File: src/hdl/bscu_pkg.sv
// ----------------------------------------------------------------------------
// bscu_pkg
// Shared widths, codes, types and constants of the barometric sensor
// compensation unit.
// ----------------------------------------------------------------------------
package bscu_pkg;

    localparam int RAW_W     = 24;
    localparam int TEMP_W    = 20;
    localparam int PRESS_W   = 32;
    localparam int COEF_W    = 16;
    localparam int CFG_IDX_W = 3;
    localparam int DT_W      = 26;
    localparam int TFO_W     = 19;
    localparam int MUL_W     = 27;
    localparam int PROD_W    = 2 * MUL_W;
    localparam int WIDE_W    = 40;
    localparam int ACC_W     = 64;

    localparam logic [CFG_IDX_W-1:0] REG_SENS_COEF       = 3'd0;
    localparam logic [CFG_IDX_W-1:0] REG_OFF_COEF        = 3'd1;
    localparam logic [CFG_IDX_W-1:0] REG_SENS_TEMP_COEF  = 3'd2;
    localparam logic [CFG_IDX_W-1:0] REG_OFF_TEMP_COEF   = 3'd3;
    localparam logic [CFG_IDX_W-1:0] REG_REF_TEMP_COEF   = 3'd4;
    localparam logic [CFG_IDX_W-1:0] REG_TEMP_SLOPE_COEF = 3'd5;

    localparam logic CMD_TEMP  = 1'b0;
    localparam logic CMD_PRESS = 1'b1;
    localparam logic KIND_TEMP  = 1'b0;
    localparam logic KIND_PRESS = 1'b1;

    localparam logic signed [TFO_W-1:0]   TEMP_REF  = 19'sd2000;
    localparam logic signed [PRESS_W-1:0] PRESS_MAX = 32'sh7FFF_FFFF;
    localparam logic signed [PRESS_W-1:0] PRESS_MIN = 32'sh8000_0000;

    typedef struct packed {
        logic [COEF_W-1:0] sens_coef;
        logic [COEF_W-1:0] off_coef;
        logic [COEF_W-1:0] sens_temp_coef;
        logic [COEF_W-1:0] off_temp_coef;
        logic [COEF_W-1:0] ref_temp_coef;
        logic [COEF_W-1:0] temp_slope_coef;
    } coef_set_t;

    typedef enum logic [3:0] {
        ST_IDLE,
        ST_TMUL,
        ST_TEMP,
        ST_OFFMUL,
        ST_OFF,
        ST_SENS,
        ST_AUX,
        ST_CORR,
        ST_PHI,
        ST_PLO,
        ST_PACC,
        ST_PSUB,
        ST_PRES,
        ST_OUT
    } state_t;

endpackage

File: src/hdl/bscu_if.sv
// ----------------------------------------------------------------------------
// bscu_if
// Valid/ready channels for raw conversions in and compensated results out.
// ----------------------------------------------------------------------------
interface bscu_in_if;
    logic                         valid;
    logic                         ready;
    logic                         cmd;
    logic [bscu_pkg::RAW_W-1:0]   raw_value;

    modport source (output valid, output cmd, output raw_value, input ready);
    modport sink   (input valid, input cmd, input raw_value, output ready);
endinterface

interface bscu_out_if;
    logic                                valid;
    logic                                ready;
    logic                                kind;
    logic signed [bscu_pkg::TEMP_W-1:0]  temperature;
    logic signed [bscu_pkg::PRESS_W-1:0] pressure;
    logic                                no_temperature_yet;

    modport source (output valid, output kind, output temperature, output pressure,
                    output no_temperature_yet, input ready);
    modport sink   (input valid, input kind, input temperature, input pressure,
                    input no_temperature_yet, output ready);
endinterface

File: src/hdl/bscu_coef_regs.sv
// ----------------------------------------------------------------------------
// bscu_coef_regs
// Calibration coefficient register file, written through a plain write port.
// ----------------------------------------------------------------------------
module bscu_coef_regs (
    input  logic                                clk,
    input  logic                                rst_n,
    input  logic                                wr_en,
    input  logic [bscu_pkg::CFG_IDX_W-1:0]      wr_index,
    input  logic [bscu_pkg::COEF_W-1:0]         wr_data,
    output bscu_pkg::coef_set_t                 coef
);

    bscu_pkg::coef_set_t coef_reg;
    bscu_pkg::coef_set_t coef_next;

    always_comb
    begin
        coef_next = coef_reg;
        if (wr_en)
        begin
            case (wr_index)
                bscu_pkg::REG_SENS_COEF:       coef_next.sens_coef       = wr_data;
                bscu_pkg::REG_OFF_COEF:        coef_next.off_coef        = wr_data;
                bscu_pkg::REG_SENS_TEMP_COEF:  coef_next.sens_temp_coef  = wr_data;
                bscu_pkg::REG_OFF_TEMP_COEF:   coef_next.off_temp_coef   = wr_data;
                bscu_pkg::REG_REF_TEMP_COEF:   coef_next.ref_temp_coef   = wr_data;
                bscu_pkg::REG_TEMP_SLOPE_COEF: coef_next.temp_slope_coef = wr_data;
                default:                       coef_next = coef_reg;
            endcase
        end
    end

    always_ff @(posedge clk or negedge rst_n)
    begin
        if (!rst_n)
        begin
            coef_reg <= '0;
        end
        else
        begin
            coef_reg <= coef_next;
        end
    end

    assign coef = coef_reg;

endmodule

File: src/hdl/bscu_mul.sv
// ----------------------------------------------------------------------------
// bscu_mul
// Shared signed multiplier with a registered product.
// ----------------------------------------------------------------------------
module bscu_mul (
    input  logic                                 clk,
    input  logic                                 en,
    input  logic signed [bscu_pkg::MUL_W-1:0]    a,
    input  logic signed [bscu_pkg::MUL_W-1:0]    b,
    output logic signed [bscu_pkg::PROD_W-1:0]   prod
);

    logic signed [bscu_pkg::PROD_W-1:0] prod_reg;
    logic signed [bscu_pkg::PROD_W-1:0] prod_next;

    always_comb
    begin
        prod_next = prod_reg;
        if (en)
        begin
            prod_next = a * b;
        end
    end

    always_ff @(posedge clk)
    begin
        prod_reg <= prod_next;
    end

    assign prod = prod_reg;

endmodule

File: src/hdl/bscu_core.sv
// ----------------------------------------------------------------------------
// bscu_core
// Sequencer and datapath: first and second order compensation steps issued
// one by one through the shared multiplier.
// ----------------------------------------------------------------------------
module bscu_core (
    input  logic                 clk,
    input  logic                 rst_n,
    input  bscu_pkg::coef_set_t  coef,
    bscu_in_if.sink              sample,
    bscu_out_if.source           result
);

    localparam int MW = bscu_pkg::MUL_W;
    localparam int PW = bscu_pkg::PROD_W;
    localparam int WW = bscu_pkg::WIDE_W;
    localparam int AW = bscu_pkg::ACC_W;
    localparam int TW = bscu_pkg::TEMP_W;
    localparam int DW = bscu_pkg::DT_W;
    localparam int FW = bscu_pkg::TFO_W;
    localparam int CW = bscu_pkg::COEF_W;
    localparam int RW = bscu_pkg::RAW_W;
    localparam int HW = WW / 2;

    bscu_pkg::state_t state_reg;
    bscu_pkg::state_t state_next;

    logic signed [DW-1:0]   temp_delta_reg;
    logic signed [DW-1:0]   temp_delta_next;
    logic signed [FW-1:0]   temp_first_order_reg;
    logic signed [FW-1:0]   temp_first_order_next;
    logic                   temp_seen_reg;
    logic                   temp_seen_next;
    logic [RW-1:0]          raw_reg;
    logic [RW-1:0]          raw_next;
    logic signed [WW-1:0]   off_reg;
    logic signed [WW-1:0]   off_next;
    logic signed [WW-1:0]   sens_reg;
    logic signed [WW-1:0]   sens_next;
    logic [WW-1:0]          aux5_reg;
    logic [WW-1:0]          aux5_next;
    logic signed [TW-1:0]   t2_reg;
    logic signed [TW-1:0]   t2_next;
    logic signed [AW-1:0]   acc_reg;
    logic signed [AW-1:0]   acc_next;
    logic                   out_kind_reg;
    logic                   out_kind_next;
    logic signed [TW-1:0]   out_temp_reg;
    logic signed [TW-1:0]   out_temp_next;
    logic signed [bscu_pkg::PRESS_W-1:0] out_press_reg;
    logic signed [bscu_pkg::PRESS_W-1:0] out_press_next;
    logic                   out_flag_reg;
    logic                   out_flag_next;

    logic                   mul_en;
    logic signed [MW-1:0]   mul_a;
    logic signed [MW-1:0]   mul_b;
    logic signed [PW-1:0]   prod;

    logic                   accept;
    logic                   cold;
    logic signed [MW-1:0]   dt_ext;
    logic signed [TW-1:0]   dev;
    logic signed [FW-1:0]   t_new;
    logic                   p_fits;

    assign accept = sample.valid && sample.ready;
    assign cold   = temp_first_order_reg < bscu_pkg::TEMP_REF;
    assign dt_ext = {{(MW-DW){temp_delta_reg[DW-1]}}, temp_delta_reg};
    assign dev    = {{(TW-FW){temp_first_order_reg[FW-1]}}, temp_first_order_reg}
                  - {{(TW-FW){1'b0}}, bscu_pkg::TEMP_REF};
    assign t_new  = $signed(prod[FW+22:23]) + bscu_pkg::TEMP_REF;
    assign p_fits = (acc_reg[AW-1:46] == {(AW-46){acc_reg[AW-1]}});

    bscu_mul u_mul (
        .clk  (clk),
        .en   (mul_en),
        .a    (mul_a),
        .b    (mul_b),
        .prod (prod)
    );

    // next state
    always_comb
    begin
        state_next = state_reg;
        case (state_reg)
            bscu_pkg::ST_IDLE:
            begin
                if (sample.valid)
                begin
                    state_next = (sample.cmd == bscu_pkg::CMD_TEMP) ?
                                 bscu_pkg::ST_TMUL : bscu_pkg::ST_OFFMUL;
                end
            end
            bscu_pkg::ST_TMUL:   state_next = bscu_pkg::ST_TEMP;
            bscu_pkg::ST_TEMP:   state_next = bscu_pkg::ST_OUT;
            bscu_pkg::ST_OFFMUL: state_next = bscu_pkg::ST_OFF;
            bscu_pkg::ST_OFF:    state_next = bscu_pkg::ST_SENS;
            bscu_pkg::ST_SENS:   state_next = bscu_pkg::ST_AUX;
            bscu_pkg::ST_AUX:    state_next = bscu_pkg::ST_CORR;
            bscu_pkg::ST_CORR:   state_next = bscu_pkg::ST_PHI;
            bscu_pkg::ST_PHI:    state_next = bscu_pkg::ST_PLO;
            bscu_pkg::ST_PLO:    state_next = bscu_pkg::ST_PACC;
            bscu_pkg::ST_PACC:   state_next = bscu_pkg::ST_PSUB;
            bscu_pkg::ST_PSUB:   state_next = bscu_pkg::ST_PRES;
            bscu_pkg::ST_PRES:   state_next = bscu_pkg::ST_OUT;
            bscu_pkg::ST_OUT:
            begin
                if (result.ready)
                begin
                    state_next = bscu_pkg::ST_IDLE;
                end
            end
            default:             state_next = bscu_pkg::ST_IDLE;
        endcase
    end

    // handshake and multiplier operands
    always_comb
    begin
        sample.ready = 1'b0;
        result.valid = 1'b0;
        mul_en       = 1'b0;
        mul_a        = '0;
        mul_b        = '0;
        case (state_reg)
            bscu_pkg::ST_IDLE: sample.ready = 1'b1;
            bscu_pkg::ST_TMUL:
            begin
                mul_en = 1'b1;
                mul_a  = dt_ext;
                mul_b  = {{(MW-CW){1'b0}}, coef.temp_slope_coef};
            end
            bscu_pkg::ST_OFFMUL:
            begin
                mul_en = 1'b1;
                mul_a  = dt_ext;
                mul_b  = {{(MW-CW){1'b0}}, coef.off_temp_coef};
            end
            bscu_pkg::ST_OFF:
            begin
                mul_en = 1'b1;
                mul_a  = dt_ext;
                mul_b  = {{(MW-CW){1'b0}}, coef.sens_temp_coef};
            end
            bscu_pkg::ST_SENS:
            begin
                mul_en = 1'b1;
                mul_a  = {{(MW-TW){dev[TW-1]}}, dev};
                mul_b  = {{(MW-TW){dev[TW-1]}}, dev};
            end
            bscu_pkg::ST_AUX:
            begin
                mul_en = 1'b1;
                mul_a  = dt_ext;
                mul_b  = dt_ext;
            end
            bscu_pkg::ST_PHI:
            begin
                mul_en = 1'b1;
                mul_a  = {{(MW-RW){1'b0}}, raw_reg};
                mul_b  = {{(MW-HW){sens_reg[WW-1]}}, sens_reg[WW-1:HW]};
            end
            bscu_pkg::ST_PLO:
            begin
                mul_en = 1'b1;
                mul_a  = {{(MW-RW){1'b0}}, raw_reg};
                mul_b  = {{(MW-HW){1'b0}}, sens_reg[HW-1:0]};
            end
            bscu_pkg::ST_OUT: result.valid = 1'b1;
            default:
            begin
                mul_en = 1'b0;
            end
        endcase
    end

    // datapath
    always_comb
    begin
        temp_delta_next       = temp_delta_reg;
        temp_first_order_next = temp_first_order_reg;
        temp_seen_next        = temp_seen_reg;
        raw_next              = raw_reg;
        off_next              = off_reg;
        sens_next             = sens_reg;
        aux5_next             = aux5_reg;
        t2_next               = t2_reg;
        acc_next              = acc_reg;
        out_kind_next         = out_kind_reg;
        out_temp_next         = out_temp_reg;
        out_press_next        = out_press_reg;
        out_flag_next         = out_flag_reg;
        case (state_reg)
            bscu_pkg::ST_IDLE:
            begin
                if (accept)
                begin
                    raw_next = sample.raw_value;
                    if (sample.cmd == bscu_pkg::CMD_TEMP)
                    begin
                        temp_delta_next = {2'b00, sample.raw_value}
                                        - {2'b00, coef.ref_temp_coef, 8'd0};
                    end
                end
            end
            bscu_pkg::ST_TEMP:
            begin
                temp_first_order_next = t_new;
                temp_seen_next        = 1'b1;
                out_kind_next         = bscu_pkg::KIND_TEMP;
                out_temp_next         = {{(TW-FW){t_new[FW-1]}}, t_new};
                out_press_next        = '0;
                out_flag_next         = 1'b0;
            end
            bscu_pkg::ST_OFF:
            begin
                off_next = $signed({8'd0, coef.off_coef, 16'd0}) + $signed(prod[WW+6:7]);
            end
            bscu_pkg::ST_SENS:
            begin
                sens_next = $signed({9'd0, coef.sens_coef, 15'd0}) + $signed(prod[WW+7:8]);
            end
            bscu_pkg::ST_AUX:
            begin
                aux5_next = prod[WW-1:0] + {prod[WW-3:0], 2'b00};
            end
            bscu_pkg::ST_CORR:
            begin
                if (cold)
                begin
                    off_next  = off_reg - $signed({1'b0, aux5_reg[WW-1:1]});
                    sens_next = sens_reg - $signed({2'b00, aux5_reg[WW-1:2]});
                    t2_next   = prod[TW+30:31];
                end
                else
                begin
                    t2_next = '0;
                end
            end
            bscu_pkg::ST_PLO:
            begin
                acc_next = {prod[AW-HW-1:0], {HW{1'b0}}};
            end
            bscu_pkg::ST_PACC:
            begin
                acc_next = acc_reg + {{(AW-PW){prod[PW-1]}}, prod};
            end
            bscu_pkg::ST_PSUB:
            begin
                acc_next = {{21{acc_reg[AW-1]}}, acc_reg[AW-1:21]}
                         - {{(AW-WW){off_reg[WW-1]}}, off_reg};
            end
            bscu_pkg::ST_PRES:
            begin
                out_kind_next = bscu_pkg::KIND_PRESS;
                out_temp_next = {{(TW-FW){temp_first_order_reg[FW-1]}}, temp_first_order_reg}
                              - t2_reg;
                if (p_fits)
                begin
                    out_press_next = acc_reg[46:15];
                end
                else
                begin
                    out_press_next = acc_reg[AW-1] ? bscu_pkg::PRESS_MIN : bscu_pkg::PRESS_MAX;
                end
                out_flag_next = !temp_seen_reg;
            end
            default:
            begin
                acc_next = acc_reg;
            end
        endcase
    end

    always_ff @(posedge clk or negedge rst_n)
    begin
        if (!rst_n)
        begin
            state_reg            <= bscu_pkg::ST_IDLE;
            temp_delta_reg       <= '0;
            temp_first_order_reg <= bscu_pkg::TEMP_REF;
            temp_seen_reg        <= 1'b0;
        end
        else
        begin
            state_reg            <= state_next;
            temp_delta_reg       <= temp_delta_next;
            temp_first_order_reg <= temp_first_order_next;
            temp_seen_reg        <= temp_seen_next;
        end
    end

    always_ff @(posedge clk)
    begin
        raw_reg       <= raw_next;
        off_reg       <= off_next;
        sens_reg      <= sens_next;
        aux5_reg      <= aux5_next;
        t2_reg        <= t2_next;
        acc_reg       <= acc_next;
        out_kind_reg  <= out_kind_next;
        out_temp_reg  <= out_temp_next;
        out_press_reg <= out_press_next;
        out_flag_reg  <= out_flag_next;
    end

    assign result.kind               = out_kind_reg;
    assign result.temperature        = out_temp_reg;
    assign result.pressure           = out_press_reg;
    assign result.no_temperature_yet = out_flag_reg;

`ifndef SYNTHESIS
    a_ready_excl_valid: assert property (@(posedge clk) disable iff (!rst_n)
        sample.ready |-> !result.valid)
        else $error("input ready while a result is pending");

    a_no_instant_result: assert property (@(posedge clk) disable iff (!rst_n)
        accept |=> !result.valid)
        else $error("result presented in the cycle after acceptance");

    a_temp_result_clean: assert property (@(posedge clk) disable iff (!rst_n)
        (result.valid && (result.kind == bscu_pkg::KIND_TEMP)) |->
        ((result.pressure == '0) && !result.no_temperature_yet))
        else $error("temperature result carries pressure or flag");

    a_seen_sticky: assert property (@(posedge clk) disable iff (!rst_n)
        !$fell(temp_seen_reg))
        else $error("temperature-seen flag cleared");
`endif

endmodule

File: src/hdl/baro_sensor_compensation_unit.sv
// ----------------------------------------------------------------------------
// baro_sensor_compensation_unit
// Barometric sensor compensation: raw conversions to calibrated temperature
// and second-order corrected pressure.
// ----------------------------------------------------------------------------
// One transaction in gives one transaction out. All products go through a
// single registered 27 x 27 multiplier that the sequencer issues once per
// step, and the input stays not ready until the result has been taken.
// Coefficients are to be written through cfg_wr_en / cfg_index / cfg_data
// only while no transaction is in flight; the unit does not enforce this.
// ----------------------------------------------------------------------------
module baro_sensor_compensation_unit (
    input  logic                              clk,
    input  logic                              rst_n,
    input  logic                              cfg_wr_en,
    input  logic [bscu_pkg::CFG_IDX_W-1:0]    cfg_index,
    input  logic [bscu_pkg::COEF_W-1:0]       cfg_data,
    bscu_in_if.sink                           sample,
    bscu_out_if.source                        result
);

    bscu_pkg::coef_set_t coef;

    bscu_coef_regs u_coef_regs (
        .clk      (clk),
        .rst_n    (rst_n),
        .wr_en    (cfg_wr_en),
        .wr_index (cfg_index),
        .wr_data  (cfg_data),
        .coef     (coef)
    );

    bscu_core u_core (
        .clk    (clk),
        .rst_n  (rst_n),
        .coef   (coef),
        .sample (sample),
        .result (result)
    );

endmodule
File: src/flat_wrapper.sv
// flat-port wrapper written by rule: the top's interface ports become plain ports
module baro_sensor_compensation_unit_flat 
  (clk, rst_n, cfg_wr_en, cfg_index, cfg_data, sample_valid, sample_cmd, sample_raw_value, sample_ready, result_valid, result_kind, result_temperature, result_pressure, result_no_temperature_yet, result_ready);
  bscu_in_if sample_i ();
  bscu_out_if result_i ();
  input  logic clk;
  input  logic rst_n;
  input  logic cfg_wr_en;
  input  logic [bscu_pkg::CFG_IDX_W-1:0] cfg_index;
  input  logic [bscu_pkg::COEF_W-1:0] cfg_data;
  input wire logic [$bits(sample_i.valid)-1:0] sample_valid;
  input wire logic [$bits(sample_i.cmd)-1:0] sample_cmd;
  input wire logic [$bits(sample_i.raw_value)-1:0] sample_raw_value;
  output wire logic [$bits(sample_i.ready)-1:0] sample_ready;
  output wire logic [$bits(result_i.valid)-1:0] result_valid;
  output wire logic [$bits(result_i.kind)-1:0] result_kind;
  output wire logic [$bits(result_i.temperature)-1:0] result_temperature;
  output wire logic [$bits(result_i.pressure)-1:0] result_pressure;
  output wire logic [$bits(result_i.no_temperature_yet)-1:0] result_no_temperature_yet;
  input wire logic [$bits(result_i.ready)-1:0] result_ready;
  assign sample_i.valid = sample_valid;
  assign sample_i.cmd = sample_cmd;
  assign sample_i.raw_value = sample_raw_value;
  assign sample_ready = sample_i.ready;
  assign result_valid = result_i.valid;
  assign result_kind = result_i.kind;
  assign result_temperature = result_i.temperature;
  assign result_pressure = result_i.pressure;
  assign result_no_temperature_yet = result_i.no_temperature_yet;
  assign result_i.ready = result_ready;
  baro_sensor_compensation_unit u_core (.clk(clk), .rst_n(rst_n), .cfg_wr_en(cfg_wr_en), .cfg_index(cfg_index), .cfg_data(cfg_data), .sample(sample_i), .result(result_i));
endmodule
File: config.mk
export PLATFORM = sky130hd
export DESIGN_NAME = baro_sensor_compensation_unit_flat
export DESIGN_NICKNAME = d
export VERILOG_FILES = /design/src/hdl/bscu_pkg.sv /design/src/hdl/bscu_if.sv /design/src/hdl/bscu_coef_regs.sv /design/src/hdl/bscu_mul.sv /design/src/hdl/bscu_core.sv /design/src/hdl/baro_sensor_compensation_unit.sv /design/src/flat_wrapper.sv
export SDC_FILE = /design/constraint.sdc
export NUM_CORES = 2
export LEC_CHECK = 0
export BUFFER_PORTS_ARGS = -buffer_cell sky130_fd_sc_hd__buf_2
export CAP_MARGIN = 10
export CORE_ASPECT_RATIO = 1.1
export CORE_UTILIZATION = 36
export CTS_CLUSTER_DIAMETER = 120
export DETAILED_ROUTE_END_ITERATION = 8
export PLACE_DENSITY = 0.63
export SETUP_SLACK_MARGIN = 0.15
export SLEW_MARGIN = 20
export SYNTH_ARGS = -nofsm -noshare
export SYNTH_HDL_FRONTEND = slang
export SYNTH_SLANG_ARGS = --single-unit
File: constraint.sdc
create_clock -name clk -period 9.2 [get_ports clk]
set_clock_uncertainty 0.05 [all_clocks]
set_input_delay 1.84 -clock clk [delete_from_list [all_inputs] [get_ports clk]]
set_output_delay 1.84 -clock clk [all_outputs]
set_load 0.1 [all_outputs]
==> metrics.md <==
| Metric | Value |
|---|---|
| Outcome | `complete, but fails checks` |
| Failing checks | `negative setup slack` |
| Area of the core | `approximately 160000 µm²` |
| Worst setup startpoint | `u_core.u_core.state_reg[2]` |
| TritonCTS Buffers | `between 50 and 60` |
| Met3 wire length | `approximately 15000 µm` |
| # clock sinks | `480` |
| Die X | `approximately 390 µm` |
| CP endpoint kind | `register` |
| Number of global-route vias before repair | `about 50000` |
| Synth Area in Adders | `0.3408` |
| Die H | `between 400 and 500 µm` |
| Main combinational cell family by area after synthesis | `adder cells` |
| DIE AREA | `between 150000 and 200000 µm²` |
| Critical path peak fanout | `11` |
| Slowest cell on crit path | `a22oi_1` |
| Max reg flops | `between 90 and 100` |
| Slew HR | `0.2335` |
| Critical path launch point type | `register` |
| Dominant cell type by area after synthesis | `fa_1` |
| DR WL/cell | `22.71 µm` |
| Sequential fraction of the synthesis area | `0.2322` |
| Initial antenna violation count | `9` |
| Clk_lat worst skew | `between 600 and 700 ps` |
| Post-route design area | `between 60000 and 70000 µm²` |
| R2R depth | `33` |
| Via count | `49580` |
| NumNets Final | `a little over 8000` |
| Distinct cells, synth | `87` |
| Dpl ws | `-306.8 ps` |
| Pre-Repair DR Iteration Count | `8` |
| Post-layout minimum cycle time | `around 9400 ps` |
| Final setup violation count | `4` |
| Top FF cell, synth | `edfxtp_1` |
| Critical path required time | `around 9600 ps` |
| GRT overflow | `0` |
| Mux cell area share after synthesis | `0.01888` |
| Worst min-delay path class | `register to register` |
| Max cap viols | `0` |
| DRT Wirelength | `between 200000 and 250000 µm` |
| Post-synthesis xor/xnor area fraction | `0.04901` |
| CP arrival | `around 9700 ps` |
| CTS clock-pin slew for the worst setup and hold paths | `about 60 ps` |
| Row count | `155` |
| Synth-to-layout area growth | `14.71%` |
| Fillers | `~16000` |
| Post-Syn Area | `slightly below 60000 µm²` |
| Worst Path Buf+Inv | `9` |
| Largest net degree at the start of global routing | `84` |
| RSZ-0062 raised after global routing | `true` |
| WS Path Type | `register to register` |
| Post-synth EDFFs | `between 300 and 400` |
| Layout cells sized above 1 | `0.1318` |
| CTS root buf | `clkbuf_16` |
| Routed Antenna Nets | `0` |
| Mapped Nets | `roughly 7700` |
| Post-synth ARST share | `0.3021` |
| Deepest clock path buffer count | `3` |
| First-pass GRT wire length | `slightly above 300000 µm` |
| Final hold viol count | `0` |
| # port buffers | `~100` |
| Synth area leaders | `fa_1 25%, edfxtp_1 17%, ha_1 9.5%` |
| Cell family with most CP delay | `compound AO/OA/AOI/OAI gates` |
| CP dominant cell by count | `inv_1` |
| Yosys top cell area share | `0.2458` |
| Slew at the pin closest to its max-slew limit | `1138 ps` |
| Hold_sp | `u_core.u_core.temp_seen_reg` |
| Critical Path Stages | `33` |
| Wl on met1 | `approximately 85000 µm` |
| Highest Clock Rate | `around 110 MHz` |
| Yosys reg bits | `between 400 and 500` |
| Compound-cell area share of the yosys netlist | `0.1489` |
| Largest stage delay, worst path | `between 600 and 700 ps` |
| Starting density of the core | `0.3629` |
| Length of routed met2 wiring | `between 90000 and 100000 µm` |
| Synth Area per Inst | `a little over 9 µm²` |
| First DRT Iteration DRCs | `4532` |
| Yosys warning total | `0` |
| Final Max Slew Viols | `0` |
| Vias per cell | `about 5.5` |
| Register-to-register setup slack | `-160 ps` |
| CTS tree | `done` |
| Hold path depth | `1` |
| WHS | `about 440 ps` |
| H-tree Lvls | `2` |
| Cells after Synth | `6448` |
| RR Startpoint | `u_core.u_core.state_reg[2]` |
| DP HPWL | `about 170000 µm` |
| DP Area | `about 65000 µm²` |
| Io pins | `105` |
| Cts hold-fix bufs | `0` |
| DRC errors left | `0` |
| Worst setup margin | `-156.4 ps` |
| Top routing layer used | `met5` |
| Final Wtd Congestion | `0.9972` |
| GRT Overall Usage | `0.2464` |
| Final period utilization | `1.017` |
| Simple-Gate Fraction of Synth Area | `0.1276` |
==> cell families (layout without fill, tap and decap cells) <==
group / count (synthesis) / after routing
AOI/OAI and AO/OA: 1359 / 1359
other: 0 / 1
xor gates and xnor gates: 330 / 330
and+or+nand+nor: 1712 / 1712
buffers and inverters: 1295 / 1727
adders and majority gates: 1172 / 1172
muxes: 100 / 100
DFF: 480 / 480
==> what timing repair did <==
action,CTS,global route
setup buffers,6,5
endpoints found under the setup margin,8,13
gates cloned,0,0
gates resized for setup,49,32
pin swaps,23,24
==> path summary, 6_finish.rpt <==
path                                                                to
worst max register to register            u_core.u_core.u_mul.prod[52]
worst max-delay path                      u_core.u_core.u_mul.prod[52]
worst min register to register             u_core.u_core.temp_seen_reg
min in group asynchronous                  u_core.u_coef_regs.coef[30]
worst min-delay path                       u_core.u_core.temp_seen_reg
max in group asynchronous       u_core.u_core.temp_first_order_reg[13]
==> cells in the final DEF, fill, tap and decap left out, types with 14 or more instances in the layout <==
cell          n
a221oi_1     30
edfxtp_1    335
a31oi_1      31
o211ai_1     14
o21a_1       53
fa_1        711
inv_1      1031
a211oi_1     38
mux2_2       90
a211o_1      15
dfrtp_1     139
buf_2       104
o22ai_1      25
a221o_1      40
xor2_1      136
or3_1        27
buf_4       430
o21ai_0     303
clkbuf_16    60
a21o_1      153
xnor2_1     194
and3_1       35
ha_1        440
nor2_1      417
a22oi_1      57
nand2b_1     65
o21bai_1     43
o31ai_1      29
nor3_1       65
buf_12       33
nand2_1     792
nor2b_1      67
a21oi_1     370
and2_1       27
nand4_1      46
nand3_1      74
a31o_2       15
or2_2        20
==> per-stage QoR <==
stage | std cells | TNS (ps) | utilization
global placement | 8881 | -861.4 | 0.4016
global route | 8999 | -1311 | 0.4162
finish | 9000 | -240.7 | 0.4162
floorplan | 6448 | 0 | -
detailed placement | 8882 | -1107 | 0.4016
CTS | 8994 | -89.65 | 0.4153
==> synth_stat cells, drive strengths merged, types with 10 or more instances <==
cell type	number
inv	1039
and2	31
o2111ai	11
nor3	69
or3	28
o22ai	25
o211ai	14
nand2	795
a31oi	33
o21bai	45
a31o	15
o21a	54
xor2	136
a221o	43
nand2b	67
a221oi	33
nand3	76
ha	448
o31ai	29
edfxtp	335
and3	37
fa	724
o221ai	10
mux2	90
a211o	16
clkbuf	243
o21ai	311
xnor2	194
a211oi	38
a21oi	381
nor2b	68
nor2	434
or2	21
buf	12
nor4	13
a21o	155
a22oi	57
dfrtp	139
nand4	46
mux2i	10
==> cell type report <==
type                    count  area [µm²]  area share
diodes                      1       2.502  0.00003699
clock buffers              68        1541     0.02279
clock inverters            38       442.9    0.006548
inverters                1040        3904     0.05771
multi-input cells        4673       40830      0.6036
flip-flops and latches    480       13700      0.2025
well taps                2119        2651     0.03919
repair buffers            581        4578     0.06768
==> layer usage <==
metal	global-route usage	vias to the layer above
met3	0.03155	451
met1	0.3222	24750
met4	0.1218	2
li1	-	22270
met2	0.4022	2111
met5	0	-
Power is left out: the tool's default activity adds up to more than one toggle a clock period on the data nets, which glitch-free logic cannot reach.
